==> config.mk <==
export PLATFORM = sky130hd
export DESIGN_NAME = pid_steering_differential_drive
export DESIGN_NICKNAME = d
export VERILOG_FILES = /design/src/hdl/psdd_pkg.sv /design/src/hdl/pid_steering_differential_drive.sv /design/src/hdl/psdd_core.sv
export SDC_FILE = /design/constraint.sdc
export NUM_CORES = 2
export LEC_CHECK = 0
export BUFFER_PORTS_ARGS = -buffer_cell sky130_fd_sc_hd__buf_4
export CORE_ASPECT_RATIO = 0.9
export CORE_MARGIN = 4
export CORE_UTILIZATION = 60
export DETAILED_ROUTE_END_ITERATION = 6
export GPL_ROUTABILITY_DRIVEN = 0
export PLACE_DENSITY = 0.8
export SLEW_MARGIN = 20
export SYNTH_ARGS = -nofsm -noshare
export SYNTH_HDL_FRONTEND = slang
export SYNTH_SLANG_ARGS = --single-unit
==> constraint.sdc <==
create_clock -name clk -period 17.4 [get_ports clk]
set_clock_uncertainty 0.15 [all_clocks]
set_input_delay 0.87 -clock clk [delete_from_list [all_inputs] [get_ports clk]]
set_output_delay 0.87 -clock clk [all_outputs]
set_load 0.02 [all_outputs]
==> src/hdl/psdd_pkg.sv <==
// Shared types, register indexes and constants for the steering PID block.
package psdd_pkg;

    localparam int unsigned ErrW  = 16;
    localparam int unsigned VelW  = 15;
    localparam int unsigned GainW = 16;
    localparam int unsigned LimW  = 8;
    localparam int unsigned DutyW = 7;
    localparam int unsigned SumW  = 10;
    localparam int unsigned IdxW  = 3;

    // Integral clamp: +/-1.0 in Q8.8
    localparam logic signed [SumW-1:0] SUM_MAX = 10'sd256;
    localparam logic signed [SumW-1:0] SUM_MIN = -10'sd256;

    localparam logic [DutyW-1:0] DUTY_MAX = 7'd100;

    localparam logic signed [LimW-1:0] OUT_MIN_RST = -8'sd100;
    localparam logic signed [LimW-1:0] OUT_MAX_RST = 8'sd100;

    // Register map
    localparam logic [IdxW-1:0] REG_GAIN_P  = 3'd0;
    localparam logic [IdxW-1:0] REG_GAIN_I  = 3'd1;
    localparam logic [IdxW-1:0] REG_GAIN_D  = 3'd2;
    localparam logic [IdxW-1:0] REG_OUT_MIN = 3'd3;
    localparam logic [IdxW-1:0] REG_OUT_MAX = 3'd4;

    typedef struct packed {
        logic signed [GainW-1:0] gain_p;
        logic signed [GainW-1:0] gain_i;
        logic signed [GainW-1:0] gain_d;
        logic signed [LimW-1:0]  out_min;
        logic signed [LimW-1:0]  out_max;
    } cfg_t;

    typedef struct packed {
        logic [DutyW-1:0]       left_duty;
        logic [DutyW-1:0]       right_duty;
        logic signed [LimW-1:0] correction;
    } result_t;

endpackage

==> src/hdl/pid_steering_differential_drive.sv <==
// Top level: steering PID with differential drive mixing, config registers, beat handshake.
// Steering PID controller with differential drive mixing. Each input beat carries a
// signed Q8.8 steering error and an unsigned Q7.8 base velocity; each output beat
// gives the left and right forward duties (0..100) and the clamped integer correction.
// Throughput is one beat per clock while the output is not stalled: the integral and
// previous-error state are updated in the single compute stage, so back-to-back beats
// see each other's state with no bubble. out_valid rises once the beat has passed the
// input register and then the result register, which waits while the result register
// is full and stalled. The output register decouples the sides, so a new beat is taken
// while a finished result waits, as long as the compute stage can drain.
// Configuration registers (gain_p, gain_i, gain_d, out_min, out_max at indexes 0..4)
// are written through the cfg channel, which is always ready; unknown indexes are
// ignored. Write them only while no beat is in flight.
module pid_steering_differential_drive
(
    input  logic                                 clk,
    input  logic                                 rst_n,
    // configuration
    input  logic                                 cfg_valid,
    output logic                                 cfg_ready,
    input  logic [psdd_pkg::IdxW-1:0]            cfg_index,
    input  logic [psdd_pkg::GainW-1:0]           cfg_data,
    // input channel
    input  logic                                 in_valid,
    output logic                                 in_stall,
    input  logic signed [psdd_pkg::ErrW-1:0]     error_in,
    input  logic [psdd_pkg::VelW-1:0]            velocity,
    // output channel
    output logic                                 out_valid,
    input  logic                                 out_stall,
    output logic [psdd_pkg::DutyW-1:0]           left_duty,
    output logic [psdd_pkg::DutyW-1:0]           right_duty,
    output logic signed [psdd_pkg::LimW-1:0]     correction
);

    psdd_pkg::cfg_t cfg_reg;

    // input stage
    logic                                s1_valid_reg;
    logic signed [psdd_pkg::ErrW-1:0]    s1_err_reg;
    logic [psdd_pkg::VelW-1:0]           s1_vel_reg;

    // controller state
    logic signed [psdd_pkg::SumW-1:0]    error_sum_reg;
    logic signed [psdd_pkg::SumW-1:0]    error_sum_next;
    logic signed [psdd_pkg::ErrW-1:0]    last_error_reg;

    // result stage
    logic                                out_valid_reg;
    psdd_pkg::result_t                   out_reg;
    psdd_pkg::result_t                   result_next;

    logic out_free;
    logic s1_move;
    logic in_take;

    // Result register can load when empty or being drained this cycle.
    assign out_free = !out_valid_reg || !out_stall;
    assign s1_move  = s1_valid_reg && out_free;
    assign in_stall = s1_valid_reg && !out_free;
    assign in_take  = in_valid && !in_stall;

    assign cfg_ready = 1'b1;

    // Configuration register file
    always_ff @(posedge clk or negedge rst_n)
    begin
        if (!rst_n)
        begin
            cfg_reg.gain_p  <= '0;
            cfg_reg.gain_i  <= '0;
            cfg_reg.gain_d  <= '0;
            cfg_reg.out_min <= psdd_pkg::OUT_MIN_RST;
            cfg_reg.out_max <= psdd_pkg::OUT_MAX_RST;
        end
        else if (cfg_valid && cfg_ready)
        begin
            unique case (cfg_index)
                psdd_pkg::REG_GAIN_P:  cfg_reg.gain_p  <= cfg_data;
                psdd_pkg::REG_GAIN_I:  cfg_reg.gain_i  <= cfg_data;
                psdd_pkg::REG_GAIN_D:  cfg_reg.gain_d  <= cfg_data;
                psdd_pkg::REG_OUT_MIN: cfg_reg.out_min <= cfg_data[psdd_pkg::LimW-1:0];
                psdd_pkg::REG_OUT_MAX: cfg_reg.out_max <= cfg_data[psdd_pkg::LimW-1:0];
                default: ;
            endcase
        end
    end

    // Datapath: PID terms, rounding, clamp, mixing
    psdd_core u_core
    (
        .cfg            (cfg_reg),
        .err            (s1_err_reg),
        .vel            (s1_vel_reg),
        .error_sum      (error_sum_reg),
        .last_error     (last_error_reg),
        .error_sum_next (error_sum_next),
        .result         (result_next)
    );

    // Control and controller state
    always_ff @(posedge clk or negedge rst_n)
    begin
        if (!rst_n)
        begin
            s1_valid_reg   <= 1'b0;
            out_valid_reg  <= 1'b0;
            error_sum_reg  <= '0;
            last_error_reg <= '0;
        end
        else
        begin
            if (in_take)
                s1_valid_reg <= 1'b1;
            else if (s1_move)
                s1_valid_reg <= 1'b0;

            if (s1_move)
                out_valid_reg <= 1'b1;
            else if (!out_stall)
                out_valid_reg <= 1'b0;

            // state advances exactly once per beat, as it leaves the compute stage
            if (s1_move)
            begin
                error_sum_reg  <= error_sum_next;
                last_error_reg <= s1_err_reg;
            end
        end
    end

    // Payload registers, no reset
    always_ff @(posedge clk)
    begin
        if (in_take)
        begin
            s1_err_reg <= error_in;
            s1_vel_reg <= velocity;
        end
        if (s1_move)
            out_reg <= result_next;
    end

    assign out_valid  = out_valid_reg;
    assign left_duty  = out_reg.left_duty;
    assign right_duty = out_reg.right_duty;
    assign correction = out_reg.correction;

endmodule

==> src/hdl/psdd_core.sv <==
// Combinational PID term, rounding, clamping and differential mixing.
module psdd_core
(
    input  psdd_pkg::cfg_t                          cfg,
    input  logic signed [psdd_pkg::ErrW-1:0]        err,
    input  logic [psdd_pkg::VelW-1:0]               vel,
    input  logic signed [psdd_pkg::SumW-1:0]        error_sum,
    input  logic signed [psdd_pkg::ErrW-1:0]        last_error,
    output logic signed [psdd_pkg::SumW-1:0]        error_sum_next,
    output psdd_pkg::result_t                       result
);

    logic signed [psdd_pkg::GainW-1:0] kp;
    logic signed [psdd_pkg::GainW-1:0] ki;
    logic signed [psdd_pkg::GainW-1:0] kd;
    logic signed [psdd_pkg::LimW-1:0]  lim_lo;
    logic signed [psdd_pkg::LimW-1:0]  lim_hi;

    logic signed [16:0] integ_raw;
    logic signed [16:0] diff;
    logic signed [31:0] p_term;
    logic signed [25:0] i_term;
    logic signed [32:0] d_term;
    logic signed [33:0] pid_sum;
    logic signed [34:0] pid_rnd;
    logic signed [18:0] c_wide;
    logic signed [18:0] c_clamp;
    logic signed [psdd_pkg::LimW-1:0]  corr;
    logic [psdd_pkg::DutyW-1:0] vint;
    logic signed [8:0] l_sum;
    logic signed [8:0] r_sum;

    always_comb
    begin
        kp     = cfg.gain_p;
        ki     = cfg.gain_i;
        kd     = cfg.gain_d;
        lim_lo = cfg.out_min;
        lim_hi = cfg.out_max;

        // integral, clamped to +/-1.0
        integ_raw = 17'(error_sum) + 17'(err);
        if (integ_raw > 17'(psdd_pkg::SUM_MAX))
            error_sum_next = psdd_pkg::SUM_MAX;
        else if (integ_raw < 17'(psdd_pkg::SUM_MIN))
            error_sum_next = psdd_pkg::SUM_MIN;
        else
            error_sum_next = integ_raw[psdd_pkg::SumW-1:0];

        diff   = 17'(err) - 17'(last_error);
        p_term = kp * err;
        i_term = 26'(ki) * 26'(error_sum_next);
        d_term = 33'(kd) * diff;

        pid_sum = 34'(p_term) + 34'(i_term) + 34'(d_term);

        // round half away from zero: bias 0.5 up, or just under it when negative
        pid_rnd = 35'(pid_sum) + (pid_sum[33] ? 35'sd32767 : 35'sd32768);
        c_wide  = pid_rnd[34:16];

        // upper bound tested first; with crossed bounds, values above out_max give out_max, others out_min
        if (c_wide > 19'(lim_hi))
            c_clamp = 19'(lim_hi);
        else if (c_wide < 19'(lim_lo))
            c_clamp = 19'(lim_lo);
        else
            c_clamp = c_wide;
        corr = c_clamp[psdd_pkg::LimW-1:0];

        vint  = vel[psdd_pkg::VelW-1:8];
        l_sum = $signed({2'b00, vint}) + 9'(corr);
        r_sum = $signed({2'b00, vint}) - 9'(corr);

        if (l_sum[8])
            result.left_duty = '0;
        else if (l_sum > $signed({2'b00, psdd_pkg::DUTY_MAX}))
            result.left_duty = psdd_pkg::DUTY_MAX;
        else
            result.left_duty = l_sum[psdd_pkg::DutyW-1:0];

        if (r_sum[8])
            result.right_duty = '0;
        else if (r_sum > $signed({2'b00, psdd_pkg::DUTY_MAX}))
            result.right_duty = psdd_pkg::DUTY_MAX;
        else
            result.right_duty = r_sum[psdd_pkg::DutyW-1:0];

        result.correction = corr;
    end

endmodule

# After elaboration in Yosys (flattened, before gate mapping)
# Index checks and enable logic that the tools add are counted.
# totals
register_bits,145
inputBits,55
out_inout_bits,25
wordCells,65
# op_classes
addsub,7
n_mul,3
magnitude_cmp,6
n_eq_ne,5
n_mux,11
reduce_logical,17
# op_table
op,n
$add A34 B17 Y35,1
$add A33 B33 Y34,1
$add A32 B26 Y33,1
$mul A16 B17 Y33,1
$mul A16 B16 Y32,1
$mul A16 B10 Y26,1
$mux W10,2
$gt A19 B8 Y1,1
$lt A19 B8 Y1,1
$gt A9 B8 Y1 const B,2
$add A10 B16 Y17,1
$gt A17 B10 Y1 const B,1
$lt A17 B9 Y1 const B,1
$sub A16 B16 Y17,1
$mux W16,1
$mux W8,2
$mux W7,2
$reduce_and A2 Y1,5
$add A8 B8 Y9,1
$sub A8 B8 Y9,1
$eq A3 B2 Y1 const B,2
$logic_not A1 Y1,4
$mux W1,4
$reduce_or A2 Y1,2
other kinds (7),9

# Logic depth before layout (Yosys ltp)
# logic_depth
ltp_word,15
depth_mapped,86
ltp_nobuf,83

# Cells and area by module
# From an unflattened synthesis, not the netlist that was laid out.
# unflattened
hier_cells,3703
hier_area_um2,36732.7
# by_module_without_submodules
mod,n_inst,cells_per_inst,area_each_um2,seq_area_each_um2
psdd_core,1,3446,31622.8,0.0
pid_steering_differential_drive,1,257,5109.9,3902.5

# Least setup slack after synthesis
# OpenSTA, ideal clock, no wires.
# synth_timing
kind,flip-flop to flip-flop
from,register s1_err_reg[1] (netlist bit)
to,register out_reg (netlist bit right_duty[6]) (data pin)
setup_time_ns,0.266
arrival_ns,17.843
required_time_ns,16.984
path_slack_ns,-0.859
path_stages_with_launch,76
path_buffers,5
synth_period_minus_slack_ns,18.259
cell_sequence,edfxtp_1 clkbuf_1 inv_1 fa_1 nor2b_1 o21ai_0 a21boi_0 o21ai_0 a21boi_0 nor2_1 or4_1 or3_1 a21oi_1 nand4_1 or3_1 o22ai_1 clkbuf_1 clkbuf_1 [40 not listed] nand4b_1 o21ai_0 a41oi_1 a31oi_2 clkbuf_1 nor2_1 a21oi_1 o21ai_0 ha_1 fa_1 o21bai_1 a21oi_1 inv_1 a21oi_1 o21ai_0 xnor2_1 maj3_2 or3b_1
# synth_lines
item,line_no,rtl
start: declaration,pid_steering_differential_drive.sv:40,logic signed [psdd_pkg::ErrW-1:0] s1_err_reg;
start signal: assignment,pid_steering_differential_drive.sv:137,s1_err_reg <= error_in;
end signal: assignment,pid_steering_differential_drive.sv:141,out_reg <= result_next;
end: declaration,pid_steering_differential_drive.sv:50,psdd_pkg::result_t out_reg;

==> key figures <==
Worst setup path
  • Crit path max fanout: 6
  • Reg-to-Reg Start: s1_err_reg[1]
  • CP Class: reg2reg
  • Number of buffers and inverters on the critical path: 17
  • Worst Setup End Kind: flop
  • CP Launch Type: flop
  • Worst reg2reg setup slack: -0.60 ns
  • CP Data Required Time: 17.56 ns
  • Crit-path slowest cell: fa_2
  • Critical Path Most Common Cell: fa_1
  • Top Family by Delay on Critical Path: compound AO/OA/AOI/OAI gates
  • R2R Path End: right_duty[3]
  • CP arrival: about 18 ns
  • R2R cell count: 84
  • Largest stage delay on the critical path: ~0.62 ns

Placement
  • Detailed placement HPWL: approximately 80000 µm
  • Placed cell count: between 4000 and 5000
  • Post-DP Area: ~40000 µm²
  • Place WS: -0.971 ns
  • PortBufs: 70

Yosys
  • Register area share after synthesis: under 10%
  • Synth Instances: 3801
  • Synthesized area: between 30000 and 40000 µm²
  • Post-synth top cells: inv_1 (841), fa_1 (835), nand2_1 (376), ha_1 (259), and2_1 (218)
  • Seq cells post-synth: ~140
  • Synth Flop Type: dfrtp_1
  • Avg Synthesized Cell Area: ~9.6 µm²
  • Biggest area consumer among synthesized cells: fa_1
  • Synth async-reset ratio: 67.2%
  • Synth unique cells: 86
  • Syn Nets: 4950
  • Yosys Warn Count: 0
  • Number of flops mapped to enable cells by yosys: 45
  • Area share of the leading cell type in the synthesized netlist: a little under half
  • Largest cells by area after synthesis: fa_1 (46%), ha_1 (8.8%), inv_1 (8.6%)
  • Most numerous cell in the Yosys netlist: inv_1

Detailed routing
  • Pre-antenna DRT Iters: 7
  • Drt drc: 1
  • ANT nets after route: 0
  • DR iter-0 viols: 3148
  • Final wirelength: ~110000 µm
  • Via density per instance: 5.96
  • Wire per inst: about 22 µm
  • Vias post-DR: ~29000

Global routing
  • Vias in the first global route: approximately 32000
  • GR peak layer: met2
  • Largest net degree at the start of global routing: between 60 and 70
  • Met2 Use GR: a little over half
  • Initial antenna violation count: 1
  • Met1 Usage GRT: around 43%
  • Met3 GRT Util: under 10%
  • Total track usage: between 30% and 40%
  • First-pass GRT wire length: about 170000 µm
  • Grt ovf: 0

CTS
  • Total clock sinks: around 140
  • CTS tree: built
  • Post-cts hold buffer count: 0
  • Cell chosen for the clock root: clkbuf_16
  • Clock transition at path regs: 0.07 ns
  • Worst-skew pair later-pin latency: approximately 0.47 ns
  • Max clock buf depth: 2
  • Num CTS Buffers: 17
  • H-tree levels: 4

Timing
  • Worst setup margin: -0.603 ns
  • Tmin final: roughly 18 ns
  • Final Cycle Share: 103%
  • Worst hold slack: about 0.27 ns
  • RSZ-0062 raised after global routing: yes
  • Final Hold Vio Count: 0
  • Rel. slew slack: between 20% and 30%
  • Max-slew violations: 0
  • Final setup violation count: 14
  • Max Fclk: 55.5 MHz
  • Slew of the pin with the lowest slew margin: roughly 1.2 ns

Die
  • Full die area: approximately 65000 µm²
  • Die Ht: about 240 µm
  • Initial core utilization: between 60% and 70%
  • Row count: 85
  • Core area: roughly 60000 µm²
  • Top-Level Pins: 80
  • Die X: ~270 µm

Flow run
  • # Max-Cap Violations: 0

Layout
  • Fin area: roughly 42000 µm²
  • Max reg flops: 64
  • Filler cells: 4113
  • Final Non-Filler Cells: between 4000 and 5000
  • Nets: between 5000 and 6000
  • Area growth syn-to-layout: 15.6%
  • Multi-input logic area: around 30000 µm²
  • Share of layout cells above drive strength 1: about a fifth
  • FF+latch area: 3660 µm²

Status
  • Failing checks: design-rule violations, negative setup slack
  • Status: finished with violations

Hold path
  • Worst min path class: in2async
routing by layer:
metal	part of all wire, %	vias up
li1	-	12300
met5	0	-
met2	46	1782
met4	7.0	0
met3	11	468
met1	36	14800
cell type report:
cell class	count	area share (%)
antenna	3	0.0177
clock inverter	15	0.487
multi-input combinational	2650	71.0
sequential	137	8.64
clock buffer	17	1.00
inverter	844	7.49
tap	783	2.31
timing repair buffer	474	9.04
cell families (layout without fill, tap and decap cells):
group | count (synthesis) | count (layout) | synth area share (%)
adder cells (fa/ha/maj) | 1095 | 1095 | 54.4
AND/OR/NAND/NOR | 1055 | 1055 | 14.5
buffers and inverters | 1014 | 1350 | 10.4
AO/OA/AOI/OAI | 335 | 335 | 6.21
flip-flops | 137 | 137 | 9.99
XOR/XNOR | 93 | 93 | 2.28
multiplexers | 71 | 71 | 2.15
other | 1 | 4 | 0.0102
worst register-to-register path, delay by kind of cell, from the launching register on:
kind	cells	cell delay (ns)
mux	1	0.35
fa+ha+maj	14	5.71
compound gates	33	6.21
simple gates	16	2.33
xor+xnor	3	0.59
buf+inv	17	2.07
flops	1	0.43
what timing repair did:
item | CTS | global route
setup buffers | 33 | 37
pin swaps | 78 | 99
cloned | 4 | 0
gates resized for setup | 117 | 111
endpoints found under the setup margin | 14 | 14
cells in the final DEF, fill, tap and decap left out, types with 59 or more instances in the layout:
master / count
buf_4: 447
nand2_1: 375
dfrtp_1: 85
fa_1: 809
and2_1: 218
ha_1: 244
nand3_1: 88
mux2_2: 59
a21oi_1: 63
nor2_1: 93
inv_1: 827
o21ai_0: 66
how the worst max path moves through the flow:
| stage | depth (start not counted) | endpoint | from | slack [ns] |
|---|---|---|---|---|
| after detailed placement | 85 | right_duty[2] | s1_err_reg[1] | -0.97 |
| after global routing | 82 | right_duty[3] | s1_err_reg[1] | -0.97 |
| final | 84 | right_duty[3] | s1_err_reg[1] | -0.60 |
| after global placement | 80 | right_duty[3] | s1_err_reg[0] | -0.60 |
| after floorplan | 76 | right_duty[3] | s1_err_reg[1] | 0.02 |
| after CTS | 81 | right_duty[0] | s1_err_reg[0] | 0.009 |
metrics by stage:
stage                     utilization (%)  setup TNS, ns
after global placement               66.7          -7.44
after floorplan                         -              0
after global routing                 70.4         -12.86
after CTS                            69.2              0
after detailed placement             66.7         -12.10
final                                70.4          -7.25
Power is not shown: default switching activity piles up to over one toggle a cycle in this logic, so the estimate is an artifact.
